`config.mk`:
```
export PLATFORM = sky130hd
export DESIGN_NAME = midpoint_ellipse_raster
export DESIGN_NICKNAME = d
export VERILOG_FILES = /design/src/rtl/core/mer_pkg.sv /design/src/rtl/core/mer_ctrl.sv /design/src/rtl/core/mer_dpath.sv /design/src/rtl/core/midpoint_ellipse_raster.sv
export SDC_FILE = /design/constraint.sdc
export NUM_CORES = 2
export LEC_CHECK = 0
export BUFFER_PORTS_ARGS = -buffer_cell sky130_fd_sc_hd__buf_2
export CAP_MARGIN = 10
export CORE_UTILIZATION = 35
export CTS_BUF_LIST = sky130_fd_sc_hd__clkbuf_4 sky130_fd_sc_hd__clkbuf_8 sky130_fd_sc_hd__clkbuf_16
export DETAILED_ROUTE_END_ITERATION = 6
export PLACE_DENSITY_LB_ADDON = 0.3
export SYNTH_ARGS = -nofsm -noshare
export SYNTH_HDL_FRONTEND = slang
export SYNTH_SLANG_ARGS = --single-unit
```
`constraint.sdc`:
```
create_clock -name i_clk -period 16.05 [get_ports i_clk]
set_clock_uncertainty 0.05 [all_clocks]
set_input_delay 0.8025 -clock i_clk [delete_from_list [all_inputs] [get_ports i_clk]]
set_output_delay 0.8025 -clock i_clk [all_outputs]
set_load 0.01 [all_outputs]
```
`src/rtl/core/mer_pkg.sv`:
```
// Shared types and constants for the midpoint ellipse rasterizer.
// Used by mer_ctrl, mer_dpath and the top level; depends on nothing.
package mer_pkg;

    localparam int COORD_BITS_DEF  = 12;
    localparam int RADIUS_BITS_DEF = 11;
    localparam int PIXEL_BITS      = 14;
    localparam int COLOR_BITS      = 24;

    // action field codes
    localparam logic ACT_START = 1'b0;
    localparam logic ACT_STEP  = 1'b1;

    // quadrant codes, emitted in this order
    localparam logic [1:0] QUAD_PP = 2'd0;   // +x, +y
    localparam logic [1:0] QUAD_PN = 2'd1;   // +x, -y
    localparam logic [1:0] QUAD_NN = 2'd2;   // -x, -y
    localparam logic [1:0] QUAD_NP = 2'd3;   // -x, +y

    typedef enum logic [4:0] {
        OP_NONE,
        OP_LOAD,
        OP_SQ_A,
        OP_SQ_B,
        OP_A2B,
        OP_INIT_D,
        OP_MUL_BX,
        OP_MUL_AY,
        OP_SQ_T,
        OP_MUL_BT,
        OP_SQ_Y,
        OP_MUL_AYY,
        OP_ADD_AYY,
        OP_SUB_AB,
        OP_R1_STEP,
        OP_R1_ADD,
        OP_R1_SUB,
        OP_R2_STEP,
        OP_R2_ADD,
        OP_R2_FIX,
        OP_EMIT
    } t_dp_op;

    typedef struct packed {
        t_dp_op     op;
        logic [1:0] quad;
        logic       last;
    } t_dp_cmd;

    typedef struct packed {
        logic out_free;   // output register can take a beat this cycle
        logic ge;         // b^2*x >= a^2*y from the last product pair
        logic y_zero;     // current point lies on the x axis
        logic reg2;       // in region 2
    } t_dp_stat;

endpackage

```
`src/rtl/core/mer_ctrl.sv`:
```
// Sequencer for the midpoint ellipse rasterizer.
// Steps mer_dpath through load, region switch, advance and emit; uses mer_pkg.
module mer_ctrl (
    input  logic                i_clk,
    input  logic                i_rst_n,
    input  logic                i_valid,
    input  logic                i_action,
    output logic                o_ready,
    input  mer_pkg::t_dp_stat   i_stat,
    output mer_pkg::t_dp_cmd    o_cmd
);

    typedef enum logic [4:0] {
        ST_IDLE,
        ST_SQ_A,
        ST_SQ_B,
        ST_A2B,
        ST_INIT_D,
        ST_S_BX,
        ST_S_AY,
        ST_S_CHECK,
        ST_SQ_T,
        ST_MUL_BT,
        ST_SQ_Y,
        ST_MUL_AYY,
        ST_ADD_AYY,
        ST_SUB_AB,
        ST_R1_STEP,
        ST_R1_BX,
        ST_R1_ADD,
        ST_R1_SUB,
        ST_R2_STEP,
        ST_R2_AY,
        ST_R2_ADD,
        ST_R2_FIX,
        ST_EMIT0,
        ST_EMIT1,
        ST_EMIT2,
        ST_EMIT3
    } t_state;

    t_state r_state, n_state;
    logic   r_drawing, n_drawing;

    assign o_ready = (r_state == ST_IDLE);

    always_comb begin
        n_state    = r_state;
        n_drawing  = r_drawing;
        o_cmd.op   = mer_pkg::OP_NONE;
        o_cmd.quad = mer_pkg::QUAD_PP;
        o_cmd.last = 1'b0;
        case (r_state)
            ST_IDLE: begin
                if (i_valid) begin
                    if (i_action == mer_pkg::ACT_START) begin
                        o_cmd.op  = mer_pkg::OP_LOAD;
                        n_drawing = 1'b1;
                        n_state   = ST_SQ_A;
                    end else if (r_drawing) begin
                        n_state = ST_EMIT0;
                    end
                end
            end
            ST_SQ_A: begin
                o_cmd.op = mer_pkg::OP_SQ_A;
                n_state  = ST_SQ_B;
            end
            ST_SQ_B: begin
                o_cmd.op = mer_pkg::OP_SQ_B;
                n_state  = ST_A2B;
            end
            ST_A2B: begin
                o_cmd.op = mer_pkg::OP_A2B;
                n_state  = ST_INIT_D;
            end
            ST_INIT_D: begin
                o_cmd.op = mer_pkg::OP_INIT_D;
                n_state  = ST_S_BX;
            end
            ST_S_BX: begin
                o_cmd.op = mer_pkg::OP_MUL_BX;
                n_state  = ST_S_AY;
            end
            ST_S_AY: begin
                o_cmd.op = mer_pkg::OP_MUL_AY;
                n_state  = ST_S_CHECK;
            end
            ST_S_CHECK: begin
                n_state = i_stat.ge ? ST_SQ_T : ST_IDLE;
            end
            ST_SQ_T: begin
                o_cmd.op = mer_pkg::OP_SQ_T;
                n_state  = ST_MUL_BT;
            end
            ST_MUL_BT: begin
                o_cmd.op = mer_pkg::OP_MUL_BT;
                n_state  = ST_SQ_Y;
            end
            ST_SQ_Y: begin
                o_cmd.op = mer_pkg::OP_SQ_Y;
                n_state  = ST_MUL_AYY;
            end
            ST_MUL_AYY: begin
                o_cmd.op = mer_pkg::OP_MUL_AYY;
                n_state  = ST_ADD_AYY;
            end
            ST_ADD_AYY: begin
                o_cmd.op = mer_pkg::OP_ADD_AYY;
                n_state  = ST_SUB_AB;
            end
            ST_SUB_AB: begin
                o_cmd.op = mer_pkg::OP_SUB_AB;
                n_state  = ST_IDLE;
            end
            ST_R1_STEP: begin
                o_cmd.op = mer_pkg::OP_R1_STEP;
                n_state  = ST_R1_BX;
            end
            ST_R1_BX: begin
                o_cmd.op = mer_pkg::OP_MUL_BX;
                n_state  = ST_R1_ADD;
            end
            ST_R1_ADD: begin
                o_cmd.op = mer_pkg::OP_R1_ADD;
                n_state  = ST_R1_SUB;
            end
            ST_R1_SUB: begin
                // products now hold b^2*x and a^2*y of the new point
                o_cmd.op = mer_pkg::OP_R1_SUB;
                n_state  = i_stat.ge ? ST_SQ_T : ST_IDLE;
            end
            ST_R2_STEP: begin
                o_cmd.op = mer_pkg::OP_R2_STEP;
                n_state  = ST_R2_AY;
            end
            ST_R2_AY: begin
                o_cmd.op = mer_pkg::OP_MUL_AY;
                n_state  = ST_R2_ADD;
            end
            ST_R2_ADD: begin
                o_cmd.op = mer_pkg::OP_R2_ADD;
                n_state  = ST_R2_FIX;
            end
            ST_R2_FIX: begin
                o_cmd.op = mer_pkg::OP_R2_FIX;
                n_state  = ST_IDLE;
            end
            ST_EMIT0: begin
                if (i_stat.out_free) begin
                    o_cmd.op   = mer_pkg::OP_EMIT;
                    o_cmd.quad = mer_pkg::QUAD_PP;
                    n_state    = ST_EMIT1;
                end
            end
            ST_EMIT1: begin
                if (i_stat.out_free) begin
                    o_cmd.op   = mer_pkg::OP_EMIT;
                    o_cmd.quad = mer_pkg::QUAD_PN;
                    n_state    = ST_EMIT2;
                end
            end
            ST_EMIT2: begin
                if (i_stat.out_free) begin
                    o_cmd.op   = mer_pkg::OP_EMIT;
                    o_cmd.quad = mer_pkg::QUAD_NN;
                    n_state    = ST_EMIT3;
                end
            end
            ST_EMIT3: begin
                if (i_stat.out_free) begin
                    o_cmd.op   = mer_pkg::OP_EMIT;
                    o_cmd.quad = mer_pkg::QUAD_NP;
                    o_cmd.last = 1'b1;
                    if (i_stat.y_zero) begin
                        // final point: drop back to idle
                        n_drawing = 1'b0;
                        n_state   = ST_IDLE;
                    end else begin
                        n_state = i_stat.reg2 ? ST_R2_STEP : ST_R1_STEP;
                    end
                end
            end
            default: begin
                n_state = ST_IDLE;
            end
        endcase
    end

    always_ff @(posedge i_clk) begin
        if (!i_rst_n) begin
            r_state   <= ST_IDLE;
            r_drawing <= 1'b0;
        end else begin
            r_state   <= n_state;
            r_drawing <= n_drawing;
        end
    end

endmodule

```
`src/rtl/core/mer_dpath.sv`:
```
// Datapath of the midpoint ellipse rasterizer: held shape, offsets, decision,
// one shared multiplier and the output register. Driven by mer_ctrl; uses mer_pkg.
module mer_dpath #(
    parameter int COORD_BITS  = mer_pkg::COORD_BITS_DEF,
    parameter int RADIUS_BITS = mer_pkg::RADIUS_BITS_DEF
) (
    input  logic                                 i_clk,
    input  logic                                 i_rst_n,
    input  mer_pkg::t_dp_cmd                     i_cmd,
    output mer_pkg::t_dp_stat                    o_stat,
    input  logic [COORD_BITS-1:0]                i_center_x,
    input  logic [COORD_BITS-1:0]                i_center_y,
    input  logic [RADIUS_BITS-1:0]               i_radius_a,
    input  logic [RADIUS_BITS-1:0]               i_radius_b,
    input  logic [mer_pkg::COLOR_BITS-1:0]       i_color_in,
    output logic                                 o_valid,
    input  logic                                 i_ready,
    output logic signed [mer_pkg::PIXEL_BITS-1:0] o_pixel_x,
    output logic signed [mer_pkg::PIXEL_BITS-1:0] o_pixel_y,
    output logic [mer_pkg::COLOR_BITS-1:0]       o_pixel_color,
    output logic [1:0]                           o_quadrant,
    output logic                                 o_last_of_step,
    output logic                                 o_final_point
);

    localparam int XW = RADIUS_BITS + 1;       // x may pass the radius by one
    localparam int SW = 2 * RADIUS_BITS;       // squared radius
    localparam int MW = 2 * RADIUS_BITS + 4;   // multiplier operand
    localparam int DW = 4 * RADIUS_BITS + 6;   // decision and product
    localparam int PB = mer_pkg::PIXEL_BITS;

    logic [COORD_BITS-1:0]          r_cx, r_cy;
    logic [mer_pkg::COLOR_BITS-1:0] r_color;
    logic [RADIUS_BITS-1:0]         r_rad_a;
    logic [XW-1:0]                  r_off_x;
    logic [RADIUS_BITS-1:0]         r_off_y;
    logic [SW-1:0]                  r_sqa, r_sqb;
    logic [DW-1:0]                  r_dec, r_prod, r_tmp;
    logic                           r_reg2, r_diag;

    logic [MW-1:0]          w_mul_l, w_mul_r;
    logic [2*MW-1:0]        w_mul;
    logic                   w_load_prod;
    logic [RADIUS_BITS+1:0] w_t;
    logic [RADIUS_BITS-1:0] w_ym1;
    logic                   w_neg, w_pos;
    logic [PB-1:0]          w_cx, w_cy, w_ox, w_oy;

    assign w_t   = {r_off_x, 1'b1};
    // (y-1)^2 with y = 0 squares to one
    assign w_ym1 = (r_off_y == '0) ? RADIUS_BITS'(1) : (r_off_y - RADIUS_BITS'(1));
    assign w_neg = r_dec[DW-1];
    assign w_pos = !w_neg && (r_dec != '0);

    always_comb begin
        w_mul_l     = '0;
        w_mul_r     = '0;
        w_load_prod = 1'b1;
        case (i_cmd.op)
            mer_pkg::OP_SQ_A: begin
                w_mul_l = MW'(r_rad_a);
                w_mul_r = MW'(r_rad_a);
            end
            mer_pkg::OP_SQ_B: begin
                w_mul_l = MW'(r_off_y);
                w_mul_r = MW'(r_off_y);
            end
            mer_pkg::OP_A2B: begin
                w_mul_l = MW'(r_sqa);
                w_mul_r = MW'(r_off_y);
            end
            mer_pkg::OP_MUL_BX, mer_pkg::OP_R2_ADD: begin
                w_mul_l = MW'(r_sqb);
                w_mul_r = MW'(r_off_x);
            end
            mer_pkg::OP_MUL_AY, mer_pkg::OP_R1_ADD: begin
                w_mul_l = MW'(r_sqa);
                w_mul_r = MW'(r_off_y);
            end
            mer_pkg::OP_SQ_T: begin
                w_mul_l = MW'(w_t);
                w_mul_r = MW'(w_t);
            end
            mer_pkg::OP_MUL_BT: begin
                w_mul_l = MW'(r_sqb);
                w_mul_r = r_prod[MW-1:0];
            end
            mer_pkg::OP_SQ_Y: begin
                w_mul_l = MW'(w_ym1);
                w_mul_r = MW'(w_ym1);
            end
            mer_pkg::OP_MUL_AYY: begin
                w_mul_l = MW'(r_sqa);
                w_mul_r = r_prod[MW-1:0];
            end
            mer_pkg::OP_ADD_AYY: begin
                w_mul_l = MW'(r_sqa);
                w_mul_r = MW'(r_sqb);
            end
            default: begin
                w_load_prod = 1'b0;
            end
        endcase
    end

    assign w_mul = w_mul_l * w_mul_r;

    // products, held shape, offsets, decision
    always_ff @(posedge i_clk) begin
        if (w_load_prod) begin
            r_prod <= w_mul[DW-1:0];
        end
        case (i_cmd.op)
            mer_pkg::OP_LOAD: begin
                r_cx    <= i_center_x;
                r_cy    <= i_center_y;
                r_color <= i_color_in;
                r_rad_a <= i_radius_a;
                r_off_y <= i_radius_b;
                r_off_x <= '0;
            end
            mer_pkg::OP_SQ_B: begin
                r_sqa <= r_prod[SW-1:0];
            end
            mer_pkg::OP_A2B: begin
                r_sqb <= r_prod[SW-1:0];
            end
            mer_pkg::OP_INIT_D: begin
                r_dec <= (DW'(r_sqb) << 2) - (r_prod << 2) + DW'(r_sqa);
            end
            mer_pkg::OP_MUL_AY: begin
                r_tmp <= r_prod;
            end
            mer_pkg::OP_SQ_Y: begin
                r_dec <= r_prod;
            end
            mer_pkg::OP_ADD_AYY: begin
                r_dec <= r_dec + (r_prod << 2);
            end
            mer_pkg::OP_SUB_AB: begin
                r_dec <= r_dec - (r_prod << 2);
            end
            mer_pkg::OP_R1_STEP: begin
                r_off_x <= r_off_x + XW'(1);
                r_diag  <= !w_neg;
                if (!w_neg) begin
                    r_off_y <= r_off_y - RADIUS_BITS'(1);
                end
            end
            mer_pkg::OP_R1_ADD: begin
                r_tmp <= r_prod;
                r_dec <= r_dec + (r_prod << 3) + (DW'(r_sqb) << 2);
            end
            mer_pkg::OP_R1_SUB: begin
                if (r_diag) begin
                    r_dec <= r_dec - (r_prod << 3);
                end
            end
            mer_pkg::OP_R2_STEP: begin
                r_off_y <= r_off_y - RADIUS_BITS'(1);
                r_diag  <= !w_pos;
                if (!w_pos) begin
                    r_off_x <= r_off_x + XW'(1);
                end
            end
            mer_pkg::OP_R2_ADD: begin
                r_dec <= r_dec + (DW'(r_sqa) << 2) - (r_prod << 3);
            end
            mer_pkg::OP_R2_FIX: begin
                if (r_diag) begin
                    r_dec <= r_dec + (r_prod << 3);
                end
            end
            default: begin
            end
        endcase
    end

    always_ff @(posedge i_clk) begin
        if (!i_rst_n) begin
            r_reg2 <= 1'b0;
        end else if (i_cmd.op == mer_pkg::OP_LOAD) begin
            r_reg2 <= 1'b0;
        end else if (i_cmd.op == mer_pkg::OP_SUB_AB) begin
            r_reg2 <= 1'b1;
        end
    end

    // output register: hold the beat until taken
    assign w_cx = PB'(r_cx);
    assign w_cy = PB'(r_cy);
    assign w_ox = PB'(r_off_x);
    assign w_oy = PB'(r_off_y);

    always_ff @(posedge i_clk) begin
        if (!i_rst_n) begin
            o_valid <= 1'b0;
        end else if (i_cmd.op == mer_pkg::OP_EMIT) begin
            o_valid <= 1'b1;
        end else if (i_ready) begin
            o_valid <= 1'b0;
        end
    end

    always_ff @(posedge i_clk) begin
        if (i_cmd.op == mer_pkg::OP_EMIT) begin
            o_pixel_x      <= ((i_cmd.quad == mer_pkg::QUAD_PP) ||
                               (i_cmd.quad == mer_pkg::QUAD_PN)) ? (w_cx + w_ox)
                                                                 : (w_cx - w_ox);
            o_pixel_y      <= ((i_cmd.quad == mer_pkg::QUAD_PP) ||
                               (i_cmd.quad == mer_pkg::QUAD_NP)) ? (w_cy + w_oy)
                                                                 : (w_cy - w_oy);
            o_pixel_color  <= r_color;
            o_quadrant     <= i_cmd.quad;
            o_last_of_step <= i_cmd.last;
            o_final_point  <= (r_off_y == '0);
        end
    end

    assign o_stat.out_free = !o_valid || i_ready;
    assign o_stat.ge       = (r_tmp >= r_prod);
    assign o_stat.y_zero   = (r_off_y == '0);
    assign o_stat.reg2     = r_reg2;

endmodule

```
`src/rtl/core/midpoint_ellipse_raster.sv`:
```
// Midpoint ellipse rasterizer: a start beat loads center, radii and color; each
// step beat emits four symmetric pixels, one per cycle while the pixel sink does not
// stall, then updates the decision, except after the final point. A start may
// already switch to region 2. The products come from the shared multiplier in
// mer_dpath. Synchronous active-low reset returns to idle.
module midpoint_ellipse_raster #(
    parameter int COORD_BITS  = mer_pkg::COORD_BITS_DEF,
    parameter int RADIUS_BITS = mer_pkg::RADIUS_BITS_DEF
) (
    input  logic                                  i_clk,
    input  logic                                  i_rst_n,
    input  logic                                  i_valid,
    output logic                                  o_ready,
    input  logic                                  i_action,
    input  logic [COORD_BITS-1:0]                 i_center_x,
    input  logic [COORD_BITS-1:0]                 i_center_y,
    input  logic [RADIUS_BITS-1:0]                i_radius_a,
    input  logic [RADIUS_BITS-1:0]                i_radius_b,
    input  logic [mer_pkg::COLOR_BITS-1:0]        i_color_in,
    output logic                                  o_valid,
    input  logic                                  i_ready,
    output logic signed [mer_pkg::PIXEL_BITS-1:0] o_pixel_x,
    output logic signed [mer_pkg::PIXEL_BITS-1:0] o_pixel_y,
    output logic [mer_pkg::COLOR_BITS-1:0]        o_pixel_color,
    output logic [1:0]                            o_quadrant,
    output logic                                  o_last_of_step,
    output logic                                  o_final_point
);

    mer_pkg::t_dp_cmd  w_cmd;
    mer_pkg::t_dp_stat w_stat;

    mer_ctrl u_ctrl (
        .i_clk    (i_clk),
        .i_rst_n  (i_rst_n),
        .i_valid  (i_valid),
        .i_action (i_action),
        .o_ready  (o_ready),
        .i_stat   (w_stat),
        .o_cmd    (w_cmd)
    );

    mer_dpath #(
        .COORD_BITS  (COORD_BITS),
        .RADIUS_BITS (RADIUS_BITS)
    ) u_dpath (
        .i_clk          (i_clk),
        .i_rst_n        (i_rst_n),
        .i_cmd          (w_cmd),
        .o_stat         (w_stat),
        .i_center_x     (i_center_x),
        .i_center_y     (i_center_y),
        .i_radius_a     (i_radius_a),
        .i_radius_b     (i_radius_b),
        .i_color_in     (i_color_in),
        .o_valid        (o_valid),
        .i_ready        (i_ready),
        .o_pixel_x      (o_pixel_x),
        .o_pixel_y      (o_pixel_y),
        .o_pixel_color  (o_pixel_color),
        .o_quadrant     (o_quadrant),
        .o_last_of_step (o_last_of_step),
        .o_final_point  (o_final_point)
    );

endmodule

```
==> impl_metrics.json <==
{
  "status": "complete, but fails checks",
  "violations": "DRC",
  "min_period_ps": 11200,
  "cts_max_level": 2,
  "crit_type": "reg -> reg",
  "firstDrtPassIters": 7,
  "ctsLongestPathBuffers": 3,
  "worstPathArrival_ps": 11560,
  "core_um2": 144000,
  "asyncSetResetFlopFracSynth_pct": 0,
  "syn_inst": 5865,
  "synthAdderAreaFrac_pct": 33.7,
  "slew_viol_final": 0,
  "ff2ff_path_depth": 34,
  "min_path_type": "in -> reg",
  "port_buffers": 132,
  "wl_per_cell_um": 23.9,
  "yosys_warnings": 0,
  "synth_mux_area_share_pct": 0.514,
  "crit_fanout": 16,
  "synth-main-ff-cell": "edfxtp_1",
  "gp_congestion": 0.984,
  "route.detailed.drc": 11,
  "die_w_um": 384,
  "path_clk_slew_ps": 60,
  "nNetsFinal": 7046,
  "via_per_inst": 5.65,
  "root_buffer": "clkbuf_16",
  "slowest_delay_ps": 1000,
  "hold_buffers": 0,
  "cts_tree": "built",
  "yosys.area.top_type_share_pct": 21.5,
  "slew-limit-headroom_pct": 18.5,
  "dpl.hpwl_um": 146000,
  "yosys.area_share.xor_xnor_pct": 6.10,
  "required_ps": 16410,
  "grt_pass1_vias": 44200,
  "fin_hold_ws_ps": 290,
  "max-cap-violations": 0,
  "synth_compound_area_share_pct": 16.6,
  "final-setup-viol-count": 0,
  "wl_um": 188000,
  "cts_sinks": 337,
  "synth_top_family_by_area": "adder cells",
  "area_growth_syn_to_layout_pct": 9.06,
  "crit_top_cell": "fa_1",
  "grt_setup_unrepaired": "false",
  "grt_pass1_wl_um": 280000,
  "start_util_pct": 35.4,
  "grt_antenna_before_repair": 7,
  "synth_top_cell_by_area": "fa_1",
  "hold_depth": 1,
  "fmax_mhz": 89.3,
  "track_usage_pct": 25.1,
  "die_h_um": 384,
  "die_area_um2": 148000,
  "synthSimpleGateAreaFrac_pct": 14.6,
  "finalSetupTns_ps": 0,
  "crit_path_start_kind": "flip-flop",
  "post_cts_buffers": 0,
  "overflow": 0,
  "synth_seq_cells": 337,
  "cts_buffers": 43,
  "yosysSeqAreaShare_pct": 19.6,
  "grt_max_degree": 62,
  "cts_resized": 0,
  "yosys-top-cells-area": "fa_1 (22%), edfxtp_1 (19%), ha_1 (12%)",
  "crit_path_end_kind": "flip-flop",
  "yosysUniqueCellTypes": 98,
  "tightest_slew_ps": 1210,
  "ios": 133,
  "final_layout_size_suffix_gt1_share_pct": 6.60,
  "hold_viol": 0,
  "clkLatencyLatePin_ps": 670,
  "vias": 44400,
  "netlist_area_um2": 51100,
  "period_share_pct": 69.8,
  "synth-edff-count": 329,
  "synth_nets": 6989,
  "ant_nets": 0,
  "rows": 139,
  "slowest_stage": "and4_1",
  "drt_iter0_markers": 4736,
  "avgSynthCellArea_um2": 8.72
}
## Yosys cell counts (all sizes together), types with 23 or more instances
cell type  number
a221oi         43
mux2i          24
a211oi         47
fa            550
buf            27
o21bai         65
a31oi          40
nand2         591
inv           968
nor2b          49
nor4           57
o21a           42
nand3          91
o211ai         29
ha            499
xor2           83
a222oi         23
o22ai          26
xnor2         273
and3           30
nand4          51
clkbuf        200
nor3           85
nand2b         65
a22oi          51
o31ai          29
and2           53
o21ai         246
nor2          477
edfxtp        329
a21o          118
a21oi         335
## registers in the layout, indices dropped and copies added (netlist names), 2 cells and up
signal,count
u_dpath.r_sqa,22
u_dpath.o_pixel_color,24
u_dpath.r_sqb,22
u_dpath.r_dec,50
u_dpath.r_prod,48
u_dpath.r_rad_a,11
u_dpath.o_pixel_x,14
u_dpath.r_off_x,12
u_dpath.r_color,24
u_dpath.o_quadrant,2
u_dpath.r_off_y,11
u_dpath.r_cx,12
u_ctrl.r_state,5
u_dpath.r_tmp,48
u_dpath.r_cy,12
u_dpath.o_pixel_y,14
## worst max-delay path, delay by kind of cell (launching register included)
kind / cells / cell delay, ps
fa+ha+maj: 9 / 4290
xor+xnor: 1 / 140
compound gates: 12 / 3120
buf+inv: 6 / 650
flops: 1 / 520
simple gates: 6 / 2160
## cell families after synthesis
kind of cell,count (synthesis)
simple gates,1630
compound gates,1270
buf+inv,1197
fa+ha+maj,1049
xor+xnor,356
flops,337
mux,26
## worst paths after layout
kind / slack [ps] / startpoint / end
setup / recovery: 4850 / u_dpath.r_off_y[1] / u_dpath.r_prod[47]
hold / removal: 290 / i_color_in[2] / u_dpath.r_color[2]
setup reg to reg: 4850 / u_dpath.r_off_y[1] / u_dpath.r_prod[47]
hold reg to reg: 370 / u_dpath.r_color[17] / u_dpath.o_pixel_color[17]
## through the flow
step | worst slack, ps | std cells | util [%] | instance area [um^2]
after CTS | 4940 | 7860 | 38.6 | 55800
after global routing | 4430 | 7860 | 38.6 | 55800
after floorplan | 6560 | 5865 | - | 51100
after detailed placement | 4970 | 7780 | 37.5 | 54200
final | 4850 | 7861 | 38.6 | 55800
after global placement | 5150 | 7780 | 37.5 | 54200
## layout make-up
class	count	area, um^2
Clock inverter	27	414
Antenna cell	1	2.50
Fill cell	14700	88600
Timing Repair Buffer	239	1460
Inverter	970	3640
Tap cell	1903	2380
Sequential cell	337	10000
Clock buffer	53	1180
Multi-Input combinational cell	4331	36600
## routing by layer
| layer | track usage, % | share of wire, % | up-vias |
|---|---|---|---|
| met5 | 0 | 0.025 | - |
| met4 | 9.45 | 4.1 | 6 |
| met3 | 4.91 | 10 | 356 |
| met2 | 38.3 | 43 | 2152 |
| met1 | 35.0 | 43 | 22000 |
| li1 | - | - | 19900 |
## placed cells by master (no fill, tap or decap), drive strengths merged, types with 49 or more instances in the layout
master and instances:
inv 973, nand2 591, fa 550, ha 499, nor2 477, a21oi 335, edfxtp 329, xnor2 273
o21ai 246, buf 239, a21o 118, nand3 91, nor3 85, xor2 83, nand2b 65, o21bai 65
nor4 57, and2 53, clkbuf 53, a22oi 51, nand4 51, nor2b 49
Power is left out: the tool's default activity adds up to more than one toggle a clock period on the data nets, which glitch-free logic cannot reach.
